`config.mk`:
```
export PLATFORM = sky130hd
export DESIGN_NAME = cpss_stencil_seq
export DESIGN_NICKNAME = d
export VERILOG_FILES = /design/src/rtl/cpss_pkg.sv /design/src/rtl/cpss_stencil_seq.sv
export SDC_FILE = /design/constraint.sdc
export NUM_CORES = 1
export LEC_CHECK = 0
export BUFFER_PORTS_ARGS = -buffer_cell sky130_fd_sc_hd__buf_2
export CAP_MARGIN = 40
export CORE_UTILIZATION = 40
export CTS_BUF_LIST = sky130_fd_sc_hd__clkbuf_4 sky130_fd_sc_hd__clkbuf_8
export DETAILED_ROUTE_END_ITERATION = 6
export MAX_ROUTING_LAYER = met4
export PLACE_DENSITY = 0.71
export SYNTH_ARGS = -nofsm -noshare
export SYNTH_HDL_FRONTEND = slang
export SYNTH_SLANG_ARGS = --single-unit
export TNS_END_PERCENT = 10
```
`constraint.sdc`:
```
create_clock -name aclk -period 13.74 [get_ports aclk]
set_input_delay 0.687 -clock aclk [delete_from_list [all_inputs] [get_ports aclk]]
set_output_delay 0.687 -clock aclk [all_outputs]
set_load 0.01 [all_outputs]
```
`src/rtl/cpss_pkg.sv`:
```
// Shared types, constants and helpers of the periodic cubic stencil search.
// Used by the angle table memory, the search sequencer and the top level.
// Depends on nothing else.
package cpss_pkg;

    // Table geometry and field widths.
    localparam int TABLE_DEPTH = 1024;
    localparam int IDX_W       = $clog2(TABLE_DEPTH);
    localparam int LEN_W       = IDX_W + 1;
    localparam int ANGLE_W     = 16;
    localparam int QUERY_W     = 32;
    localparam int STEN_W      = ANGLE_W + 2;
    localparam int LEN_MIN     = 4;

    // One full turn in binary angle units, at the width of a stencil angle.
    localparam logic signed [STEN_W-1:0] TURN = STEN_W'(1) <<< ANGLE_W;

    // Kind of an input item, carried on tuser.
    typedef enum logic {
        ACTION_WRITE = 1'b0,
        ACTION_QUERY = 1'b1
    } action_t;

    // Search sequencer states.
    typedef enum logic [3:0] {
        ST_IDLE,
        ST_RD_LAST,
        ST_RD_ZERO,
        ST_RD_ONE,
        ST_RD_PEN,
        ST_DECIDE,
        ST_SCAN,
        ST_TAIL,
        ST_EMIT
    } seq_state_t;

    // How the last fetched angle completes the stencil.
    typedef enum logic [1:0] {
        MODE_LOW,
        MODE_HIGH,
        MODE_SCAN
    } tail_mode_t;

    // Access to the angle table.
    typedef struct packed {
        logic                      we;
        logic [IDX_W-1:0]          waddr;
        logic signed [ANGLE_W-1:0] wdata;
        logic [IDX_W-1:0]          raddr;
    } ram_req_t;

    // One stencil result.
    typedef struct packed {
        logic signed [ANGLE_W-1:0] wrapped_query;
        logic [IDX_W-1:0]          index_a;
        logic [IDX_W-1:0]          index_b;
        logic [IDX_W-1:0]          index_c;
        logic [IDX_W-1:0]          index_d;
        logic signed [STEN_W-1:0]  angle_a;
        logic signed [STEN_W-1:0]  angle_b;
        logic signed [STEN_W-1:0]  angle_c;
        logic signed [STEN_W-1:0]  angle_d;
    } stencil_result_t;

    // Sign-extend a table angle to stencil width.
    function automatic logic signed [STEN_W-1:0] widen(input logic signed [ANGLE_W-1:0] a);
        return $signed({{(STEN_W-ANGLE_W){a[ANGLE_W-1]}}, a});
    endfunction

    // Table angle moved one turn up, for a neighbor past the upper seam.
    function automatic logic signed [STEN_W-1:0] plus_turn(
        input logic signed [ANGLE_W-1:0] a);
        return widen(a) + TURN;
    endfunction

    // Table angle moved one turn down, for a neighbor past the lower seam.
    function automatic logic signed [STEN_W-1:0] minus_turn(
        input logic signed [ANGLE_W-1:0] a);
        return widen(a) - TURN;
    endfunction

endpackage

```
`src/rtl/cpss_stencil_seq.sv`:
```
// Search sequencer: takes write and query items, drives the angle table and
// builds one stencil result per query. Depends on cpss_pkg; the table memory
// sits beside it at the top level.
module cpss_stencil_seq (
    input  logic                                aclk,
    input  logic                                aresetn,
    input  logic [cpss_pkg::LEN_W-1:0]          table_length,
    input  logic                                in_valid,
    output logic                                in_ready,
    input  cpss_pkg::action_t                   in_action,
    input  logic [cpss_pkg::IDX_W-1:0]          in_index,
    input  logic signed [cpss_pkg::ANGLE_W-1:0] in_angle,
    input  logic signed [cpss_pkg::QUERY_W-1:0] in_query,
    output cpss_pkg::ram_req_t                  ram_req,
    input  logic signed [cpss_pkg::ANGLE_W-1:0] ram_rdata,
    output logic                                res_valid,
    input  logic                                res_ready,
    output cpss_pkg::stencil_result_t           res
);
    import cpss_pkg::*;

    seq_state_t state_reg, state_next;

    logic signed [ANGLE_W-1:0] q_reg, q_next;
    logic signed [ANGLE_W-1:0] tl_reg, tl_next;
    logic signed [ANGLE_W-1:0] t0_reg, t0_next;
    logic signed [ANGLE_W-1:0] t1_reg, t1_next;
    logic signed [ANGLE_W-1:0] tp_reg, tp_next;
    logic signed [ANGLE_W-1:0] wa_reg, wa_next;
    logic signed [ANGLE_W-1:0] wb_reg, wb_next;
    logic signed [ANGLE_W-1:0] wc_reg, wc_next;
    logic [IDX_W-1:0]          k_reg, k_next;
    tail_mode_t                mode_reg, mode_next;
    stencil_result_t           res_reg, res_next;

    logic [LEN_W-1:0] n_eff;
    logic [IDX_W-1:0] idx_last, idx_pen, idx_third;
    logic             accept;
    logic             above, below, low, high, hit;

    // Table length clamped to the usable range, and the indices near the end.
    always_comb begin
        if (table_length < LEN_W'(LEN_MIN)) begin
            n_eff = LEN_W'(LEN_MIN);
        end else if (table_length > LEN_W'(TABLE_DEPTH)) begin
            n_eff = LEN_W'(TABLE_DEPTH);
        end else begin
            n_eff = table_length;
        end
    end

    assign idx_last  = IDX_W'(n_eff - LEN_W'(1));
    assign idx_pen   = IDX_W'(n_eff - LEN_W'(2));
    assign idx_third = IDX_W'(n_eff - LEN_W'(3));

    assign accept = in_valid && (state_reg == ST_IDLE);

    // Case tests; in ST_DECIDE the read data is t[n-2], in ST_SCAN it is t[k].
    assign above = q_reg > tl_reg;
    assign below = q_reg <= t0_reg;
    assign low   = q_reg <= t1_reg;
    assign high  = q_reg > ram_rdata;
    assign hit   = (k_reg == idx_pen) || (q_reg <= ram_rdata);

    // Next state.
    always_comb begin
        state_next = state_reg;
        case (state_reg)
            ST_IDLE: begin
                if (in_valid && in_action == ACTION_QUERY) begin
                    state_next = ST_RD_LAST;
                end
            end
            ST_RD_LAST: state_next = ST_RD_ZERO;
            ST_RD_ZERO: state_next = ST_RD_ONE;
            ST_RD_ONE:  state_next = ST_RD_PEN;
            ST_RD_PEN:  state_next = ST_DECIDE;
            ST_DECIDE: begin
                if (above || below) begin
                    state_next = ST_EMIT;
                end else if (low || high) begin
                    state_next = ST_TAIL;
                end else begin
                    state_next = ST_SCAN;
                end
            end
            ST_SCAN: begin
                if (hit) begin
                    state_next = ST_TAIL;
                end
            end
            ST_TAIL: state_next = ST_EMIT;
            ST_EMIT: begin
                if (res_ready) begin
                    state_next = ST_IDLE;
                end
            end
            default: state_next = ST_IDLE;
        endcase
    end

    // Handshake and table access per state.
    always_comb begin
        in_ready      = 1'b0;
        res_valid     = 1'b0;
        ram_req.we    = 1'b0;
        ram_req.waddr = in_index;
        ram_req.wdata = in_angle;
        ram_req.raddr = '0;
        case (state_reg)
            ST_IDLE: begin
                in_ready   = 1'b1;
                ram_req.we = in_valid && (in_action == ACTION_WRITE);
            end
            ST_RD_LAST: ram_req.raddr = idx_last;
            ST_RD_ZERO: ram_req.raddr = '0;
            ST_RD_ONE:  ram_req.raddr = IDX_W'(1);
            ST_RD_PEN:  ram_req.raddr = idx_pen;
            ST_DECIDE: begin
                ram_req.raddr = (!low && high) ? idx_third : IDX_W'(2);
            end
            ST_SCAN:    ram_req.raddr = k_reg + IDX_W'(1);
            ST_TAIL:    ram_req.raddr = '0;
            ST_EMIT:    res_valid = 1'b1;
            default:    ram_req.raddr = '0;
        endcase
    end

    // Datapath: capture fetched angles, walk the scan window, build the result.
    always_comb begin
        q_next    = q_reg;
        tl_next   = tl_reg;
        t0_next   = t0_reg;
        t1_next   = t1_reg;
        tp_next   = tp_reg;
        wa_next   = wa_reg;
        wb_next   = wb_reg;
        wc_next   = wc_reg;
        k_next    = k_reg;
        mode_next = mode_reg;
        res_next  = res_reg;
        case (state_reg)
            ST_IDLE: begin
                // The query keeps only its low bits: one turn is the modulus.
                if (accept) begin
                    q_next = in_query[ANGLE_W-1:0];
                end
            end
            ST_RD_ZERO: tl_next = ram_rdata;
            ST_RD_ONE:  t0_next = ram_rdata;
            ST_RD_PEN:  t1_next = ram_rdata;
            ST_DECIDE: begin
                tp_next                = ram_rdata;
                res_next.wrapped_query = q_reg;
                res_next.index_a       = idx_pen;
                res_next.index_b       = idx_last;
                res_next.index_c       = '0;
                res_next.index_d       = IDX_W'(1);
                if (above) begin
                    // Query past the last entry: the first two lie one turn up.
                    res_next.angle_a = widen(ram_rdata);
                    res_next.angle_b = widen(tl_reg);
                    res_next.angle_c = plus_turn(t0_reg);
                    res_next.angle_d = plus_turn(t1_reg);
                end else begin
                    // Query at or below the first entry: the last two lie one turn down.
                    res_next.angle_a = minus_turn(ram_rdata);
                    res_next.angle_b = minus_turn(tl_reg);
                    res_next.angle_c = widen(t0_reg);
                    res_next.angle_d = widen(t1_reg);
                end
                if (low) begin
                    mode_next = MODE_LOW;
                end else if (high) begin
                    mode_next = MODE_HIGH;
                end else begin
                    mode_next = MODE_SCAN;
                end
                k_next  = IDX_W'(2);
                wa_next = t0_reg;
                wb_next = t1_reg;
            end
            ST_SCAN: begin
                if (hit) begin
                    wc_next = ram_rdata;
                end else begin
                    wa_next = wb_reg;
                    wb_next = ram_rdata;
                    k_next  = k_reg + IDX_W'(1);
                end
            end
            ST_TAIL: begin
                res_next.wrapped_query = q_reg;
                case (mode_reg)
                    MODE_LOW: begin
                        res_next.index_a = idx_last;
                        res_next.index_b = '0;
                        res_next.index_c = IDX_W'(1);
                        res_next.index_d = IDX_W'(2);
                        res_next.angle_a = minus_turn(tl_reg);
                        res_next.angle_b = widen(t0_reg);
                        res_next.angle_c = widen(t1_reg);
                        res_next.angle_d = widen(ram_rdata);
                    end
                    MODE_HIGH: begin
                        res_next.index_a = idx_third;
                        res_next.index_b = idx_pen;
                        res_next.index_c = idx_last;
                        res_next.index_d = '0;
                        res_next.angle_a = widen(ram_rdata);
                        res_next.angle_b = widen(tp_reg);
                        res_next.angle_c = widen(tl_reg);
                        res_next.angle_d = plus_turn(t0_reg);
                    end
                    default: begin
                        res_next.index_a = k_reg - IDX_W'(2);
                        res_next.index_b = k_reg - IDX_W'(1);
                        res_next.index_c = k_reg;
                        res_next.index_d = k_reg + IDX_W'(1);
                        res_next.angle_a = widen(wa_reg);
                        res_next.angle_b = widen(wb_reg);
                        res_next.angle_c = widen(wc_reg);
                        res_next.angle_d = widen(ram_rdata);
                    end
                endcase
            end
            default: begin
                k_next = k_reg;
            end
        endcase
    end

    // State register.
    always_ff @(posedge aclk) begin
        if (!aresetn) begin
            state_reg <= ST_IDLE;
        end else begin
            state_reg <= state_next;
        end
    end

    // Datapath registers.
    always_ff @(posedge aclk) begin
        q_reg    <= q_next;
        tl_reg   <= tl_next;
        t0_reg   <= t0_next;
        t1_reg   <= t1_next;
        tp_reg   <= tp_next;
        wa_reg   <= wa_next;
        wb_reg   <= wb_next;
        wc_reg   <= wc_next;
        k_reg    <= k_next;
        mode_reg <= mode_next;
        res_reg  <= res_next;
    end

    assign res = res_reg;

endmodule
```
# After elaboration in Yosys (flattened, before gate mapping)
# Index checks and enable logic that the tools add are counted.
[classes] reduce_logical=16 mux=23 order_cmp=7 bitwise_logic=1 n_eq_ne=14 addsub=10
[op_table] cell="$pmux 128 s2" count=1
[op_table] cell="$pmux 112 s2" count=1
[op_table] cell="$mux 72" count=1
[op_table] cell="$pmux 16 s2" count=2
[op_table] cell="$pmux 10 s5" count=1
[op_table] cell="$le 16x16->1" count=3
[op_table] cell="$mux 10" count=4
[op_table] cell="$add 16x18->18 const B" count=2
[op_table] cell="$pmux 4 s9" count=1
[op_table] cell="$sub 16x18->18 const B" count=2
[op_table] cell="$gt 16x16->1" count=2
[op_table] cell="$mux 16" count=2
[op_table] cell="$sub 10x2->10 const B" count=3
[op_table] cell="$pmux 10 s2" count=1
[op_table] cell="$sub 10x1->10 const B" count=2
[op_table] cell="$eq 4x3->1 const B" count=4
[op_table] cell="$mux 4" count=4
[op_table] cell="$gt 11x11->1 const B" count=1
[op_table] cell="$lt 11x3->1 const B" count=1
[op_table] cell="$add 10x1->10 const B" count=1
[op_table] cell="$eq 10x10->1" count=1
[op_table] cell="$eq 4x2->1 const B" count=2
[op_table] cell="$ne 2x2->1 const B" count=3
[op_table] cell="$reduce_and 2->1" count=3
[op_table] cell="14 further kinds" count=23
[word_totals] word_cells=91 regBits=272 output_inout_bits=167 in_bits=90

# Longest topological paths before layout
# Gate-level depths: netlist of the first run.
[depth] depth_word=8 mapped_depth=15 ltp_nobuf=12

# Worst setup path before layout of the first run
# Ideal clock, no wire load.
[synth_path] path_type="input port to flip-flop" from="input table_length[9] in the netlist's numbering" to="register wc_reg[0] (enable)" t_arrival_ps=4406 t_required_ps=13352 stages=15 slack_ps=8946 n_path_buf=3 setup_time_ps=388 cell_sequence="clkbuf_1 > or4_1 > clkbuf_1 > nor2_1 > nor2_1 > nand2_1 > ha_1 > buf_6 > or3b_4 > a221oi_4 > xnor2_1 > nor3_2 > o2111ai_1 > o41a_1 > nor2_1"
[synth_between] elab_chain_cells=7 word_cells_on_any_way=8 cone_classes="1 x add/sub; 2 x order compare; 1 x eq/ne; 2 x mux; 2 x reduce/logical"
[synth_lines] element="start, declared" line_no="cpss_stencil_seq.sv:7" rtl="input logic [cpss_pkg::LEN_W-1:0] table_length,"
[synth_lines] element="$gt 11x11->1" line_no="cpss_stencil_seq.sv:45" rtl="end else if (table_length > LEN_W'(TABLE_DEPTH)) begin"
[synth_lines] element="$mux 10" line_no="cpss_stencil_seq.sv:45"
[synth_lines] element="$mux 10 *" line_no="cpss_stencil_seq.sv:43" rtl="if (table_length < LEN_W'(LEN_MIN)) begin"
[synth_lines] element="$sub 10x2->10 *" line_no="cpss_stencil_seq.sv:53" rtl="assign idx_pen = IDX_W'(n_eff - LEN_W'(2));"
[synth_lines] element="$eq 10x10->1 *" line_no="cpss_stencil_seq.sv:63" rtl="assign hit = (k_reg == idx_pen) || (q_reg <= ram_rdata);"
[synth_lines] element="$logic_or 1x1->1 *" line_no="cpss_stencil_seq.sv:63"
[synth_lines] element="$reduce_and 2->1 (no source line) *"
[synth_lines] element="end signal, assigned" line_no="cpss_stencil_seq.sv:251" rtl="wc_reg <= wc_next;"
[synth_lines] element="end, declared" line_no="cpss_stencil_seq.sv:31" rtl="logic signed [ANGLE_W-1:0] wc_reg, wc_next;"
# Mark *: on every way between the ends. The rest lies on a longest branch, timed or not.
# A chain may end at the register's enable or synchronous reset.

# Worst setup path in the final report of the first run
[layout_path] from="input table_length[7] in the netlist's numbering" to="register wb_reg[7] (enable)"
[layout_between] elab_chain_cells=8 word_cells_on_any_way=9 cone_classes="1 x add/sub; 2 x order compare; 2 x eq/ne; 2 x mux; 2 x reduce/logical"
[layout_lines] element="$gt 11x11->1" line_no="cpss_stencil_seq.sv:45"
[layout_lines] element="$mux 10" line_no="cpss_stencil_seq.sv:45"
[layout_lines] element="$mux 10 *" line_no="cpss_stencil_seq.sv:43"
[layout_lines] element="$sub 10x2->10 *" line_no="cpss_stencil_seq.sv:53"
[layout_lines] element="$eq 10x10->1 *" line_no="cpss_stencil_seq.sv:63"
[layout_lines] element="$logic_or 1x1->1 *" line_no="cpss_stencil_seq.sv:63"
[layout_lines] element="$ne 2x2->1 (no source line) *"
[layout_lines] element="$reduce_and 2->1 (no source line) *"
[layout_lines] element="end signal, assigned" line_no="cpss_stencil_seq.sv:250" rtl="wb_reg <= wb_next;"
[layout_lines] element="end, declared" line_no="cpss_stencil_seq.sv:30" rtl="logic signed [ANGLE_W-1:0] wb_reg, wb_next;"
# Marks and branches as above.

==> qor.yml, run 1 <==
synth-edff-count: 268
slowest_delay_ps: 720
drtIter0Drc: 1113
path_clk_slew_ps: 60
synth_cell_type_count: 74
num_rows: 69
syn_area_um2: 14600
hold_buffers: 0
hpwl_um: 29400
placedCellCount: 1925
n_fill_cell: 3307
synthToLayoutAreaGrowth_pct: 14.9
dieWidth_um: 193
status: "complete, but fails checks"
critPathCaptureType: "register"
cap_violations: 0
num-nets-final: 1680
fp.dieH_um: 193
hold_violations: 0
setup_violations: 0
yosysSeqAreaShare_pct: 55.6
drc: 16
start_util_pct: 40.9
cts-resized-gates: 0
combinationalPowerShare_pct: 19.6
startpoint: "table_length[7]"
max_freq_mhz: 183
path_common_cell: "nor2_1"
p_leak_nw: 6.46
via_per_inst: 5.64
stdcell_count: 2013
port_buffers: 188
h-tree-depth: 2
hp-class: "primary input to register"
cts_root_buffer: "clkbuf_8"
gp_congestion: 0.926
p_seq_share_pct: 47.3
violations: "design-rule violations"
post-route-min-period_ps: 5470
tightest_slew_ps: 927
cts.path.max_buffers: 3
finClkSkew_ps: 23.0
dominantRegCellSynth: "edfxtp_1"
dr.pass1.iters: 7
syn_nets: 1532
crit_path_top_delay_cell: "ha_1"
layout_common_cells: "edfxtp_1, nand2_1, buf_2"
grt_max_degree: 98
timing.setup.tns_ps: 0
antenna_found_initial: 3
mostFrequentLayoutCell: "edfxtp_1"
drt_wl_total_um: 42200
p_int_mw: 1.53
layout-drive-gt1-share_pct: 19.2
synth_seq_cells: 272
slew_violations: 0
clock_sinks: 272
power.density_nw_per_um2: 131
required_ps: 13990
synth_area_per_cell_um2: 10.7
ios: 257
vdd_drop_max_v: 0.0000874
clkPwrFrac_pct: 33.1
yosys_warnings: 0
syn_inst: 1364
insertion_delay_ps: 610
fp.dieArea_um2: 37300
grt_pass1_wl_um: 61900
tritoncts: "yes"
criticalPathCategory: "primary input to register"
endpoint: "wb_reg[7]$_DFFE_PP_"
rr_worst_depth: 9
cts_inserted_buffers: 46
largest_reg_flops: 128
cp-start-kind: "primary input"
async_flop_share_pct: 0
post-cts-setup-buffer-count: 0
wl_per_cell_um: 21.0
worstPathMaxFanout: 25
slew_headroom_pct: 38.2
core_um2: 35700
power_switching_share_pct: 30.3
crit_chain: "buf_2 > or4_1 > nor2_1 > nor2_1 > nand2_1 > ha_1 > or3b_4 > a221oi_4 > xnor2_1 > nor3_2 > o2111ai_1 > o41a_1 > a21o_1 > buf_4"
detail-route-antenna-nets: 0
worst_ep_arrival_time_ps: 5720
grt_pass1_vias: 10400
p_sw_uw: 665
r2r-end: "wb_reg[7]$_DFFE_PP_"
fin_crit_sh_pct: 39.8
grt.overflow.total: 0
track_usage_pct: 23.0
vias: 11400
rr_startpoint: "q_reg[9]$_DFFE_PP_"
rsz0062_at_grt: "false"
regToRegSetupSlack_ps: 9920
==> layer usage <==
metal	vias to the layer above	track usage [%]	share of wire [%]
li1	5303	-	-
met1	5450	31.4	44
met2	537	33.7	45
met3	70	4.09	8.1
met4	0	9.68	3.1
met5	-	-	0
==> layout make-up <==
cell class / count / area [um^2] / share of cell area, %
flip-flops and latches: 272 / 8130 / 48.4
well taps: 461 / 577 / 3.43
inverters: 83 / 314 / 1.87
repair buffers: 210 / 1160 / 6.94
multi-input cells: 899 / 5690 / 33.9
clock buffers: 55 / 707 / 4.21
diodes: 3 / 7.51 / 0.0447
clock inverters: 30 / 206 / 1.23
==> metrics by stage <==
step	total power, mW	utilization, %	cell area (um^2)	hold WS (ps)	setup WS [ps]
after floorplan	1.30	-	14600	426	8950
after global placement	1.45	44.1	15800	525	7750
after detailed placement	1.48	44.4	15900	532	7750
after CTS	2.21	47.0	16800	210	8390
after global routing	2.30	47.0	16800	218	8180
final	2.19	47.0	16800	259	8270
==> power groups by stage <==
stage	registers [mW]	logic (mW)	clock network [mW]
finish	1.04	0.429	0.727
global route	1.04	0.478	0.776
CTS	1.04	0.428	0.746
detailed placement	1.05	0.426	0
global placement	1.05	0.398	0
floorplan	1.03	0.274	0
==> kinds of logic (layout without fill, tap and decap cells) <==
| logic type | Yosys count | in the layout | synth area share, % |
|---|---|---|---|
| AO/OA/AOI/OAI | 354 | 354 | 15.0 |
| other | 0 | 3 | 0 |
| flip-flops | 272 | 272 | 55.6 |
| AND/OR/NAND/NOR | 394 | 394 | 12.3 |
| adder cells (fa/ha/maj) | 78 | 78 | 6.68 |
| buffers and inverters | 193 | 378 | 5.70 |
| XOR/XNOR | 35 | 35 | 2.10 |
| multiplexers | 38 | 38 | 2.61 |
==> worst min-delay path by stage <==
stage / start / end / slack [ps] / cells after the start
floorplan: q_reg[0]$_DFFE_PP_ / res[112]$_DFFE_PP_ / 430 / 0
global placement: wb_reg[0]$_DFFE_PP_ / wa_reg[0]$_DFFE_PP_ / 520 / 2
detailed placement: wb_reg[0]$_DFFE_PP_ / wa_reg[0]$_DFFE_PP_ / 530 / 2
CTS: in_query[12] / q_reg[12]$_DFFE_PP_ / 210 / 1
global route: in_query[12] / q_reg[12]$_DFFE_PP_ / 220 / 1
finish: in_query[15] / q_reg[15]$_DFFE_PP_ / 260 / 1
==> critical path, delay by kind of cell <==
| kind | cells | cell delay, ps |
|---|---|---|
| AO/OA/AOI/OAI | 4 | 1570 |
| XOR/XNOR | 1 | 180 |
| adder cells (fa/ha/maj) | 1 | 720 |
| buffers and inverters | 2 | 670 |
| AND/OR/NAND/NOR | 6 | 1830 |
==> synth_stat cells (4+ instances only) <==
master | number | area [um^2]
o211ai_1 | 15 | 113
inv_1 | 82 | 308
nor3_1 | 15 | 75.1
xor2_1 | 17 | 149
nor4_1 | 8 | 50.1
nor2_1 | 93 | 349
a21o_1 | 12 | 90.1
nand4_1 | 13 | 81.3
and4_1 | 5 | 43.8
nand2b_1 | 8 | 50.1
ha_1 | 78 | 976
and2_1 | 4 | 25.0
a21oi_1 | 52 | 260
buf_1 | 6 | 22.5
buf_4 | 26 | 195
a221o_1 | 5 | 50.1
mux2i_1 | 37 | 370
nor2b_1 | 13 | 81.3
a211oi_1 | 6 | 45.0
nand2_1 | 192 | 721
or4_1 | 4 | 30.0
edfxtp_1 | 268 | 8050
a311oi_1 | 6 | 52.6
dfxtp_1 | 4 | 80.1
and3_1 | 6 | 37.5
o22ai_1 | 11 | 68.8
nand3_1 | 10 | 50.1
a31oi_1 | 14 | 87.6
a2111oi_0 | 4 | 35.0
a22oi_1 | 25 | 188
clkbuf_1 | 74 | 278
o21ai_0 | 161 | 806
xnor2_1 | 18 | 158
a221oi_1 | 4 | 35.0
Power figures use the tool's default switching activity.
==> run 2, diff against run 1 <==
==> constraint.sdc (replaced) <==
create_clock -name aclk -period 5.6 [get_ports aclk]
set_input_delay 0.28 -clock aclk [delete_from_list [all_inputs] [get_ports aclk]]
set_output_delay 0.28 -clock aclk [all_outputs]
set_load 0.01 [all_outputs]
==> qor.yml, run 2 (synthesized netlist as in run 1, its figures left out) <==
status: "complete, but fails checks"
violations: "design-rule violations"
dpl_cell_area_um2: 15900
finClkSkew_ps: 29.7
placedCellCount: 1926
drtIter0Drc: 1140
cp-start-kind: "primary input"
h-tree-depth: 2
slew_violations: 0
hold_buffers: 33
cts-resized-gates: 0
p_leak_nw: 6.71
cts_root_buffer: "clkbuf_8"
p_total_mw: 5.75
tritoncts: "yes"
grt.overflow.total: 0
port_buffers: 188
vdd_drop_max_v: 0.000299
gp_congestion: 0.947
rsz0062_at_grt: "false"
num-nets-final: 1715
post-route-min-period_ps: 3940
power.density_nw_per_um2: 332
criticalPathCategory: "primary input to output pin"
timing.setup.tns_ps: 0
core_um2: 35700
grt_pass1_wl_um: 62500
worst_ep_arrival_time_ps: 3660
hold_violations: 0
setup_violations: 0
timing.final.ws_setup_ps: 1660
hpwl_um: 29400
grt_max_degree: 98
post-route-util_pct: 48.5
slew_headroom_pct: 38.4
start_util_pct: 40.9
worstPathMaxFanout: 9
track_usage_pct: 22.8
wl_per_cell_um: 20.3
dieWidth_um: 193
clock_sinks: 272
layout-drive-gt1-share_pct: 19.9
fp.dieArea_um2: 37300
post-cts-setup-buffer-count: 0
insertion_delay_ps: 600
cts_inserted_buffers: 47
fp.dieH_um: 193
dr.pass1.iters: 7
tightest_slew_ps: 924
mostFrequentLayoutCell: "edfxtp_1"
stdcell_count: 2047
required_ps: 5320
ios: 257
via_per_inst: 5.55
final_cell_area_um2: 17300
largest_reg_flops: 128
fin_crit_sh_pct: 70.4
drt_wl_total_um: 41600
layout_common_cells: "edfxtp_1, nand2_1, buf_2"
cts.path.max_buffers: 3
vias: 11400
synthToLayoutAreaGrowth_pct: 18.5
num_rows: 69
detail-route-antenna-nets: 0
max_freq_mhz: 254
dp_slack_ps: 1060
cap_violations: 0
grt_pass1_vias: 10800
drc: 15
hp-class: "primary input to register"
whs_ps: 146
path_clk_slew_ps: 60
antenna_found_initial: 3
critPathCaptureType: "output pin"
-- run 2: power by group --
part / switching, mW / internal [mW] / total, mW
Sequential: 0.143 / 2.40 / 2.55
Clock: 0.851 / 1.28 / 2.13
Combinational: 0.654 / 0.422 / 1.08
-- run 2: critical path, stage by stage --
cell,delay [ps]
buf_2,160
or4_1,660
nor2_1,240
nor2_1,90
nand2_1,230
ha_1,190
nand2_1,60
a21oi_1,170
o21ai_1,180
and2_1,250
a311oi_1,690
a221o_1,310
buf_2,140
-- run 2: layout make-up --
| class | instances | area [um^2] |
|---|---|---|
| antenna | 2 | 5.00 |
| timing repair buffer | 244 | 1490 |
| sequential | 272 | 8130 |
| clock inverter | 23 | 337 |
| fill | 3265 | 18400 |
| inverter | 83 | 314 |
| multi-input combinational | 899 | 5690 |
| tap | 461 | 577 |
| clock buffer | 63 | 773 |
-- run 2: per-layer routing --
| metal | vias to the layer above | track usage, % | share of wire (%) |
|---|---|---|---|
| li1 | 5352 | - | - |
| met1 | 5456 | 31.7 | 44 |
| met2 | 483 | 34.1 | 45 |
| met3 | 76 | 3.53 | 7.7 |
| met4 | 0 | 7.33 | 2.7 |
| met5 | - | - | 0 |
-- run 2: worst paths after layout --
path,start,to,slack (ps),depth (start not counted)
max,table_length[9],ram_req[5],1660,13
min,in_valid,state_reg[3]$_SDFFE_PN0P_,150,4
max reg2reg,q_reg[9]$_DFFE_PP_,wb_reg[7]$_DFFE_PP_,2110,9
min reg2reg,q_reg[0]$_DFFE_PP_,res[112]$_DFFE_PP_,520,0
==> run 3, diff against run 2 <==
==> constraint.sdc (replaced) <==
create_clock -name aclk -period 3.98 [get_ports aclk]
set_input_delay 0.199 -clock aclk [delete_from_list [all_inputs] [get_ports aclk]]
set_output_delay 0.199 -clock aclk [all_outputs]
set_load 0.01 [all_outputs]
==> qor.yml, run 3 (synthesized netlist as in run 1, its figures left out) <==
p_leak_nw: 6.72
largest_reg_flops: 128
clock_sinks: 272
track_usage_pct: 23.2
cts.path.max_buffers: 3
grt_max_degree: 64
cts-resized-gates: 0
layout-drive-gt1-share_pct: 20.5
grt_pass1_wl_um: 63200
drtIter0Drc: 1136
layout_common_cells: "edfxtp_1, nand2_1, buf_2"
tightest_slew_ps: 825
detail-route-antenna-nets: 0
slew_headroom_pct: 44.6
post-route-min-period_ps: 3750
cp-start-kind: "register"
worst_ep_arrival_time_ps: 3550
h-tree-depth: 2
insertion_delay_ps: 590
timing.final.ws_setup_ps: 231
start_util_pct: 40.9
tritoncts: "yes"
cts_root_buffer: "clkbuf_8"
path_clk_slew_ps: 60
worstPathMaxFanout: 7
criticalPathCategory: "register to output pin"
finClkSkew_ps: 22.1
required_ps: 3780
vdd_drop_max_v: 0.000240
cts_inserted_buffers: 47
dr.pass1.iters: 7
via_per_inst: 5.59
port_buffers: 188
cap_violations: 0
hpwl_um: 30300
critPathCaptureType: "output pin"
num-nets-final: 1738
dp_slack_ps: 79.7
regToRegSetupSlack_ps: 850
num_rows: 69
core_um2: 35700
mostFrequentLayoutCell: "edfxtp_1"
grt.overflow.total: 0
ios: 257
p_total_mw: 7.61
vias: 11500
max_freq_mhz: 267
gp_congestion: 0.999
violations: "design-rule violations"
synthToLayoutAreaGrowth_pct: 18.3
whs_ps: 69.7
power.density_nw_per_um2: 440
rsz0062_at_grt: "false"
wl_per_cell_um: 20.6
hold_violations: 0
timing.setup.tns_ps: 0
post-cts-setup-buffer-count: 0
slew_violations: 0
hp-class: "primary input to register"
antenna_found_initial: 1
fp.dieArea_um2: 37300
grt_pass1_vias: 11000
fin_crit_sh_pct: 94.2
fp.dieH_um: 193
drt_wl_total_um: 42400
dieWidth_um: 193
setup_violations: 0
drc: 15
status: "complete, but fails checks"
hold_buffers: 33
[run 3: cell types whose count changed in the layout (fill, tap and decap cells not counted), sizes merged]
cell,before,now
bufinv,8,3
clkbuf,63,59
buf,210,234
clkdlybuf4s15,1,0
clkinvlp,1,0
diode,2,1
[run 3: final timing paths]
check | start | endpoint | cells after the start
worst max-delay path | q_reg[10]$_DFFE_PP_ | ram_req[3] | 9
worst min-delay path | in_action | state_reg[3]$_SDFFE_PN0P_ | 4
worst max register to register | q_reg[9]$_DFFE_PP_ | k_reg[9]$_SDFFCE_PN0P_ | 9
worst min register to register | wa_reg[12]$_DFFE_PP_ | res[66]$_DFFE_PP_ | 2
[run 3: area by class of cell]
| class | instances | area, um^2 |
|---|---|---|
| multi-input combinational | 899 | 5700 |
| fill | 3268 | 18400 |
| tap | 461 | 577 |
| inverter | 83 | 314 |
| timing repair buffer | 267 | 1670 |
| sequential | 272 | 8130 |
| clock buffer | 59 | 743 |
| clock inverter | 17 | 165 |
| antenna | 1 | 2.50 |
[run 3: worst max-delay path: stages, from the launching register on]
cell      delay, ps
edfxtp_1        480
ha_1            390
nand4_1         170
a211o_1         310
a41o_1          220
a21oi_1         230
o21ai_1         170
nor2_1          530
a221o_1         330
buf_2           150
[run 3: where the power goes]
group | switching (mW) | internal, mW | leakage (nW) | total [mW]
registers | 0.202 | 3.38 | 2.47 | 3.58
logic | 0.918 | 0.573 | 3.77 | 1.49
clock network | 1.12 | 1.41 | 0.478 | 2.53
total | 2.24 | 5.37 | 6.72 | 7.61
[run 3: stage by stage]
step | util [%] | instance area, um^2 | std cells
final | 48.4 | 17300 | 2059
after global routing | 48.4 | 17300 | 2059
after CTS | 48.4 | 17300 | 2058
after detailed placement | 44.9 | 16100 | 1949
after global placement | 44.9 | 16000 | 1947
after floorplan | - | 14600 | 1364
[run 3: routing by layer]
layer / routed length, um / vias to the layer above / global-route usage (%)
met5: 0 / - / -
met4: 1080 / 0 / 7.09
met3: 3760 / 89 / 4.72
met2: 19000 / 551 / 34.4
met1: 18600 / 5490 / 31.8
li1: - / 5381 / -
